## src/sv/cpspc_pkg.sv

```systemverilog
package cpspc_pkg;

    // Word layout: two bits per input variable, odd bit of each pair is the "10" half
    localparam int WORD_BITS = 32;
    localparam int MAX_WORDS_DEF = 64;
    localparam logic [WORD_BITS-1:0] ODD_MASK = {(WORD_BITS/2){2'b10}};

    localparam int CFG_ADDR_W = 2;
    localparam int CFG_DATA_W = 7;

    typedef enum logic [CFG_ADDR_W-1:0] {
        CFG_INPUT_WORDS = 2'd0,
        CFG_MERGE_WORD  = 2'd1,
        CFG_MERGE_VAR   = 2'd2
    } cfg_reg_t;

    typedef enum logic [1:0] {
        REL_NEITHER  = 2'd0,
        REL_EQUAL    = 2'd1,
        REL_A_COVERS = 2'd2,
        REL_B_COVERS = 2'd3
    } relation_t;

    typedef struct packed {
        logic [31:0] word_a;
        logic [31:0] word_b;
        logic        last;
    } in_item_t;

    typedef struct packed {
        logic [31:0] star_word;
        logic        last_out;
        logic        star_ok;
        logic        intersects;
        logic [1:0]  relation;
    } out_item_t;

endpackage

```

## src/sv/cube_pair_star_product_compare_top.sv

```systemverilog
// Star product and containment of two cubes in positional notation.
//
// Channels: s_valid/s_ready/s_data carry one word pair of cubes A and B per
// transfer, with s_data.last on the final word. m_valid/m_ready/m_data
// return one result per input word: the star-product word, a copy of last,
// and, on the last word only, star_ok, intersects and relation. On every
// other word those three summary fields read zero.
// cfg_valid/cfg_ready/cfg_addr/cfg_data write the registers: address 0 is
// input_words, 1 is merge_word, 2 is merge_var; address 3 is ignored.
// cfg_ready is always high. Write only while no cube is in flight.
//
// The result of a transfer is presented in the cycle after it is accepted.
// Throughput is one word per cycle while m_ready stays high; the only state
// on the path is the output register, so s_ready is high whenever that
// register is empty or being drained in the same cycle.
//
// Reset (aresetn low, synchronous) empties the output register, sets the
// registers to input_words 1, merge_word 0, merge_var 0, clears the per-cube
// index and flags and sets both cover flags. When the receiver stalls, the
// result holds in the output register and s_ready drops until it is taken.
module cube_pair_star_product_compare_top #(
    parameter int MAX_WORDS = cpspc_pkg::MAX_WORDS_DEF
) (
    input  logic                                aclk,
    input  logic                                aresetn,
    input  logic                                s_valid,
    output logic                                s_ready,
    input  cpspc_pkg::in_item_t                 s_data,
    output logic                                m_valid,
    input  logic                                m_ready,
    output cpspc_pkg::out_item_t                m_data,
    input  logic                                cfg_valid,
    output logic                                cfg_ready,
    input  logic [cpspc_pkg::CFG_ADDR_W-1:0]    cfg_addr,
    input  logic [cpspc_pkg::CFG_DATA_W-1:0]    cfg_data
);
    import cpspc_pkg::*;

    localparam int IDX_W = $clog2(MAX_WORDS + 1);
    localparam int CMP_W = (IDX_W > 7) ? IDX_W : 7;

    // Configuration registers
    logic [6:0] input_words_reg;
    logic [5:0] merge_word_reg;
    logic [3:0] merge_var_reg;

    // Per-cube state
    logic [IDX_W-1:0] word_index_reg, word_index_next;
    logic             star_failed_reg, star_failed_next;
    logic             empty_var_reg, empty_var_next;
    logic             common_out_reg, common_out_next;
    logic             a_covers_b_reg, a_covers_b_next;
    logic             b_covers_a_reg, b_covers_a_next;

    // Output register
    logic      m_valid_reg;
    out_item_t m_data_reg, m_data_next;

    logic s_fire;

    // Datapath signals
    logic [WORD_BITS-1:0] prod;
    logic [WORD_BITS-1:0] live;
    logic [WORD_BITS-1:0] var10;
    logic [WORD_BITS-1:0] var11;
    logic                 is_input_word;
    logic                 at_merge_word;
    logic                 word_empty;
    logic                 word_fail;

    assign cfg_ready = 1'b1;
    assign s_ready   = !m_valid_reg || m_ready;
    assign s_fire    = s_valid && s_ready;
    assign m_valid   = m_valid_reg;
    assign m_data    = m_data_reg;

    // Take a register write whenever it is offered
    always_ff @(posedge aclk) begin
        if (!aresetn) begin
            input_words_reg <= 7'd1;
            merge_word_reg  <= 6'd0;
            merge_var_reg   <= 4'd0;
        end else if (cfg_valid && cfg_ready) begin
            case (cfg_addr)
                CFG_INPUT_WORDS: input_words_reg <= cfg_data;
                CFG_MERGE_WORD:  merge_word_reg  <= cfg_data[5:0];
                CFG_MERGE_VAR:   merge_var_reg   <= cfg_data[3:0];
                default: begin
                end
            endcase
        end
    end

    // Word classification: input-variable words precede output words
    assign prod          = s_data.word_a & s_data.word_b;
    assign is_input_word = CMP_W'(word_index_reg) < CMP_W'(input_words_reg);
    assign at_merge_word = CMP_W'(word_index_reg) == CMP_W'(merge_word_reg);

    // A pair is live if either of its bits survives the AND
    assign live  = ((prod << 1) | prod) & ODD_MASK;
    assign var10 = WORD_BITS'(2) << {merge_var_reg, 1'b0};
    assign var11 = WORD_BITS'(3) << {merge_var_reg, 1'b0};

    // An empty pair is only acceptable when it is the merge variable alone
    assign word_empty = is_input_word && (live != ODD_MASK);
    assign word_fail  = word_empty && (((live | var10) != ODD_MASK) || !at_merge_word);

    always_comb begin
        star_failed_next = star_failed_reg || word_fail;
        empty_var_next   = empty_var_reg || word_empty;
        common_out_next  = common_out_reg || (!is_input_word && (prod != '0));
        a_covers_b_next  = a_covers_b_reg && (prod == s_data.word_b);
        b_covers_a_next  = b_covers_a_reg && (prod == s_data.word_a);
        word_index_next  = word_index_reg;
        if (word_index_reg < IDX_W'(MAX_WORDS)) begin
            word_index_next = word_index_reg + 1'b1;
        end

        m_data_next           = '0;
        m_data_next.star_word = (word_empty && !word_fail) ? (prod | var11) : prod;
        m_data_next.last_out  = s_data.last;
        if (s_data.last) begin
            m_data_next.star_ok    = !star_failed_next && common_out_next;
            m_data_next.intersects = !empty_var_next && common_out_next;
            if (a_covers_b_next && b_covers_a_next) begin
                m_data_next.relation = REL_EQUAL;
            end else if (a_covers_b_next) begin
                m_data_next.relation = REL_A_COVERS;
            end else if (b_covers_a_next) begin
                m_data_next.relation = REL_B_COVERS;
            end else begin
                m_data_next.relation = REL_NEITHER;
            end
        end
    end

    // Advance the cube state on every transfer; drop it back after the last word
    always_ff @(posedge aclk) begin
        if (!aresetn) begin
            word_index_reg  <= '0;
            star_failed_reg <= 1'b0;
            empty_var_reg   <= 1'b0;
            common_out_reg  <= 1'b0;
            a_covers_b_reg  <= 1'b1;
            b_covers_a_reg  <= 1'b1;
        end else if (s_fire) begin
            if (s_data.last) begin
                word_index_reg  <= '0;
                star_failed_reg <= 1'b0;
                empty_var_reg   <= 1'b0;
                common_out_reg  <= 1'b0;
                a_covers_b_reg  <= 1'b1;
                b_covers_a_reg  <= 1'b1;
            end else begin
                word_index_reg  <= word_index_next;
                star_failed_reg <= star_failed_next;
                empty_var_reg   <= empty_var_next;
                common_out_reg  <= common_out_next;
                a_covers_b_reg  <= a_covers_b_next;
                b_covers_a_reg  <= b_covers_a_next;
            end
        end
    end

    // Output register: load on transfer in, empty when taken with nothing behind it
    always_ff @(posedge aclk) begin
        if (!aresetn) begin
            m_valid_reg <= 1'b0;
        end else if (s_fire) begin
            m_valid_reg <= 1'b1;
        end else if (m_ready) begin
            m_valid_reg <= 1'b0;
        end
    end

    always_ff @(posedge aclk) begin
        if (s_fire) begin
            m_data_reg <= m_data_next;
        end
    end

    a_summary_only_on_last: assert property (@(posedge aclk) disable iff (!aresetn)
        (m_valid_reg && !m_data_reg.last_out) |->
            (!m_data_reg.star_ok && !m_data_reg.intersects && m_data_reg.relation == REL_NEITHER))
        else $error("summary fields set on a word that is not last");

    a_intersect_implies_star: assert property (@(posedge aclk) disable iff (!aresetn)
        (m_valid_reg && m_data_reg.intersects) |-> m_data_reg.star_ok)
        else $error("cubes intersect but star product reported missing");

    a_restart_after_last: assert property (@(posedge aclk) disable iff (!aresetn)
        (s_fire && s_data.last) |=>
            (word_index_reg == '0 && a_covers_b_reg && b_covers_a_reg && !common_out_reg))
        else $error("cube state not cleared after last word");

    a_index_saturates: assert property (@(posedge aclk) disable iff (!aresetn)
        word_index_reg <= IDX_W'(MAX_WORDS))
        else $error("word index beyond saturation limit");

endmodule

```

## config.mk

```make
export PLATFORM = sky130hd
export DESIGN_NAME = cube_pair_star_product_compare_top
export DESIGN_NICKNAME = d
export VERILOG_FILES = /design/src/sv/cpspc_pkg.sv /design/src/sv/cube_pair_star_product_compare_top.sv
export SDC_FILE = /design/constraint.sdc
export NUM_CORES = 1
export LEC_CHECK = 0
export ABC_AREA = 1
export BUFFER_PORTS_ARGS = -buffer_cell sky130_fd_sc_hd__buf_4
export CORE_MARGIN = 3
export CORE_UTILIZATION = 47
export DETAILED_ROUTE_END_ITERATION = 12
export GPL_TIMING_DRIVEN = 0
export PLACE_DENSITY = 0.77
export SLEW_MARGIN = 20
export SYNTH_ARGS = -nofsm -noshare
export SYNTH_HDL_FRONTEND = slang
export SYNTH_SLANG_ARGS = --single-unit
```

## constraint.sdc

```tcl
create_clock -name aclk -period 3.95 [get_ports aclk]
set_input_delay 0.79 -clock aclk [delete_from_list [all_inputs] [get_ports aclk]]
set_output_delay 0.79 -clock aclk [all_outputs]
set_load 0.005 [all_outputs]
```

==> flow_summary.rst <==
.. list-table::
   :header-rows: 1

   * - Metric
     - Value
   * - Outcome
     - completed
   * - Largest register FFs
     - 37
   * - Setup-violating endpoint count in the final report
     - 0
   * - Pin count of the biggest net entering global routing
     - 25
   * - Max Transition Viols Final
     - 0
   * - Post-synthesis instance area
     - 0.00386 mm²
   * - Max-Cap Viols
     - 0
   * - Gpl congestion
     - 0.943
   * - Yosys reg bits
     - 67
   * - Final Skew
     - 7.47 ps
   * - Count of mapped cells out of synthesis
     - 535
   * - GR met3 Demand/Resource
     - 5.48%
   * - Number of cells on the worst hold path
     - 2
   * - Launch instance of the worst min-delay path
     - common_out_reg
   * - Bufs on Longest Clock Path
     - 2
   * - Area growth syn-to-layout
     - 32.0%
   * - TritonCTS clock tree
     - yes
   * - DRC Markers
     - 0
   * - Wire length after detailed routing
     - 11400 µm
   * - Clock Tree Root
     - sky130_fd_sc_hd__clkbuf_8
   * - Effective utilization at floorplan
     - 49.2%
   * - Total placed cells including tap cells
     - 754
   * - Relative contribution of sequential cells to total power
     - 46.9%
   * - Maximum ir drop on the vdd rail
     - 242 µV
   * - Total via count in the routed design
     - 4034
   * - Worst reg-to-reg setup slack
     - 1900 ps
   * - Worst hold path type
     - flip-flop to flip-flop
   * - Die W
     - 96.7 µm
   * - P per Cell Area
     - 332 mW/mm²
   * - Gate power share
     - 18.6%
   * - Synth top area cells
     - sky130_fd_sc_hd__edfxtp_1 (29%), sky130_fd_sc_hd__dfxtp_1 (16%), sky130_fd_sc_hd__nand2_1 (15%)
   * - Internal power
     - 1210 µW
   * - Die Span Y
     - 96.7 µm
   * - LEAKAGE
     - 0.00247 µW
   * - Non-filler instance count after layout
     - 770
   * - Class of the most critical setup path
     - input port to flip-flop
   * - Initial DRC Count
     - 206
   * - Synthesis Warnings
     - 0
   * - Transition time at the pin with the least slew margin
     - 715 ps
   * - Top Usage Layer GRT
     - met2
   * - Clock-pin slew reported for the worst setup and hold paths after clock tree synthesis
     - 80 ps
   * - DR vias/cell
     - 5.24
   * - Number of global-route vias before repair
     - 3861
   * - Startpoint kind of the worst setup timing path
     - input port
   * - Net switching power
     - 477 µW
   * - Final standard cell utilization of the core
     - 65.0%
   * - TritonCTS buffer count
     - 9
   * - Fraction of final layout cells with drive strength greater than 1
     - 24.3%
   * - Fill count
     - 711
   * - Sink Count
     - 67
   * - Minimum clock period
     - 2090 ps
   * - Destination of the worst hold path
     - common_out_reg
   * - Count of antenna diodes in the layout
     - 0
   * - Share of synthesized area occupied by flip-flops and latches
     - 44.3%
   * - Mean post-synth cell area
     - 7.22 µm²
   * - Unrepaired setup endpoints after global routing
     - false
   * - Worst Path Required
     - 4230 ps
   * - Slew headroom
     - 52.2%
   * - Worst R2R Start
     - word_index_reg[2]
   * - Number of cells on the worst reg-to-reg path
     - 8
   * - H-tree lvl count
     - 3
   * - Share of the synthesized area in the top cell type
     - 28.8%
   * - Cell type with the highest aggregate area in the netlist
     - sky130_fd_sc_hd__edfxtp_1
   * - Count of port buffers added during placement
     - 116
   * - Final net count
     - 749
   * - Cell at the slowest stage of the critical path
     - sky130_fd_sc_hd__a21oi_4
   * - Kind of end point of the critical path
     - flip-flop
   * - Number of buffer and inverter stages on the critical path
     - 3
   * - Hold Vio Cnt, Final
     - 0
   * - Initial antenna violation count
     - 0
   * - Clock network fraction of design power
     - 34.5%
   * - Pre-antenna DRT Iters
     - 5
   * - F_max
     - 479 MHz
   * - Worst reg2reg endpoint
     - m_data[18]
   * - Postcts setup bufs
     - 0
   * - Global-route usage over all layers
     - 24.2%
   * - M2 GR Usage
     - 38.4%
   * - Global-route met1 utilization
     - 31.9%
   * - First-pass GRT wire length
     - 18400 µm
   * - Core region area
     - 0.00785 mm²
   * - Ordered list of cells on the worst path
     - buf_4 > inv_1 > a21oi_4 > o21ai_2 > inv_1 > nand3_1 > o21ai_0 > nand2_1 > a31oi_1
   * - Area enclosed by the die boundary
     - 0.00934 mm²
   * - Cell repeated most along the worst path
     - sky130_fd_sc_hd__inv_1
   * - Switching portion of total power
     - 28.2%
   * - Placed wire-length estimate after detailed placement
     - 9310 µm
   * - Top cell family by delay on the critical path
     - compound AO/OA/AOI/OAI gates
   * - Final routed wire length divided by cell count
     - 14.8 µm
   * - GR Overflow Total
     - 0
   * - Maximum net fanout on the critical path
     - 20
   * - Mapped Nets
     - 621
   * - Latest clock arrival within the worst-skew pair
     - 350 ps
   * - Total number of placement rows
     - 32
   * - Post-route fraction of the period consumed by the critical path
     - 52.8%
   * - Data arrival at the endpoint of the critical path
     - 2370 ps
   * - Number of ports placed on the die boundary
     - 119
   * - Detail Route Antenna Nets
     - 0
   * - CTS hold repair buffers
     - 0
   * - Worst stage delay on the critical path
     - 590 ps
   * - Number of distinct standard cells referenced by the synthesized netlist
     - 29
   * - Post-cts gate resize count
     - 0
==> power by group through the flow <==
stage | registers, µW | clock network [µW] | logic (µW)
CTS | 793 | 591 | 313
global placement | 810 | 0 | 298
finish | 793 | 584 | 314
detailed placement | 809 | 0 | 311
global route | 797 | 630 | 351
floorplan | 809 | 0 | 147
==> worst max-delay path by stage <==
stage	cells after the start	startpoint	slack, ps	end
global route	9	m_ready	1720	word_index_reg[4]
floorplan	8	s_valid	160	word_index_reg[4]
finish	9	m_ready	1860	word_index_reg[4]
global placement	9	s_valid	-920	word_index_reg[4]
CTS	9	m_ready	1890	word_index_reg[4]
detailed placement	9	m_ready	1520	word_index_reg[4]
==> cells in the mapped netlist, drive strengths merged <==
master and count:
nand3 19, conb 1, nor4 2, nand2 159
or2 4, edfxtp 37, nor2 52, a21oi 27
ha 7, dfxtp 30, o21ai 75, a31oi 1
inv 81, nor3 6, o22ai 6, nand4 15
xnor2 1, clkbuf 3, buf 8, a21o 1
==> worst reg2reg max path, cell delays in order, from the launching register on <==
cell                      delay, ps
sky130_fd_sc_hd__dfxtp_1        460
sky130_fd_sc_hd__ha_1           300
sky130_fd_sc_hd__a21oi_1        130
sky130_fd_sc_hd__nand2_1         80
sky130_fd_sc_hd__a21o_1         190
sky130_fd_sc_hd__nor2_1         210
sky130_fd_sc_hd__nand2_2        170
sky130_fd_sc_hd__buf_6          180
sky130_fd_sc_hd__o21ai_1        160
==> routing by layer <==
| metal | share of wire [%] | routed length (µm) |
|---|---|---|
| met5 | 0 | 0 |
| met4 | 2.8 | 324 |
| met3 | 7.8 | 885 |
| met2 | 46 | 5280 |
| met1 | 43 | 4910 |
==> stage by stage <==
step	worst slack, ps	instance area (µm²)	hold slack, ps	total power, µW	setup TNS, ps
final	1860	5100	458	1690	0
after global routing	1720	5100	477	1780	0
after CTS	1890	5100	461	1700	0
after detailed placement	1520	4900	448	1120	0
after global placement	-919	4860	440	1110	-18530
after floorplan	161	3860	427	956	0
==> final cells by class <==
type,count,area (µm²),area share [%]
flip-flops and latches,67,1710,33.6
multi-input cells,376,1770,34.8
clock buffers,9,124,2.43
repair buffers,117,898,17.6
clock inverters,7,75.1,1.47
well taps,102,128,2.50
inverters,81,304,5.96
plain buffers,11,83.8,1.64
==> logic make-up after synthesis <==
| group | share of synthesized area (%) |
|---|---|
| AO/OA/AOI/OAI | 15.4 |
| XOR/XNOR | 0.227 |
| adder cells (fa/ha/maj) | 2.27 |
| buffers and inverters | 10.0 |
| flip-flops | 44.3 |
| other | 0.0971 |
| AND/OR/NAND/NOR | 27.6 |
==> placed cells by master, fill, tap and decap left out, types with 6 or more instances in the layout <==
master	netlist	routed
sky130_fd_sc_hd__nand2_1	158	158
sky130_fd_sc_hd__buf_4	3	119
sky130_fd_sc_hd__o21ai_1	22	22
sky130_fd_sc_hd__clkbuf_8	0	9
sky130_fd_sc_hd__nor3_1	6	6
sky130_fd_sc_hd__a21oi_1	27	26
sky130_fd_sc_hd__nor2_1	50	50
sky130_fd_sc_hd__ha_1	7	7
sky130_fd_sc_hd__o22ai_1	6	6
sky130_fd_sc_hd__nand3_1	19	19
sky130_fd_sc_hd__inv_1	78	78
sky130_fd_sc_hd__edfxtp_1	37	37
sky130_fd_sc_hd__o21ai_0	44	44
sky130_fd_sc_hd__nand4_1	14	14
sky130_fd_sc_hd__dfxtp_1	30	30
sky130_fd_sc_hd__o21ai_2	9	9
(Power assumes the default switching activity.)
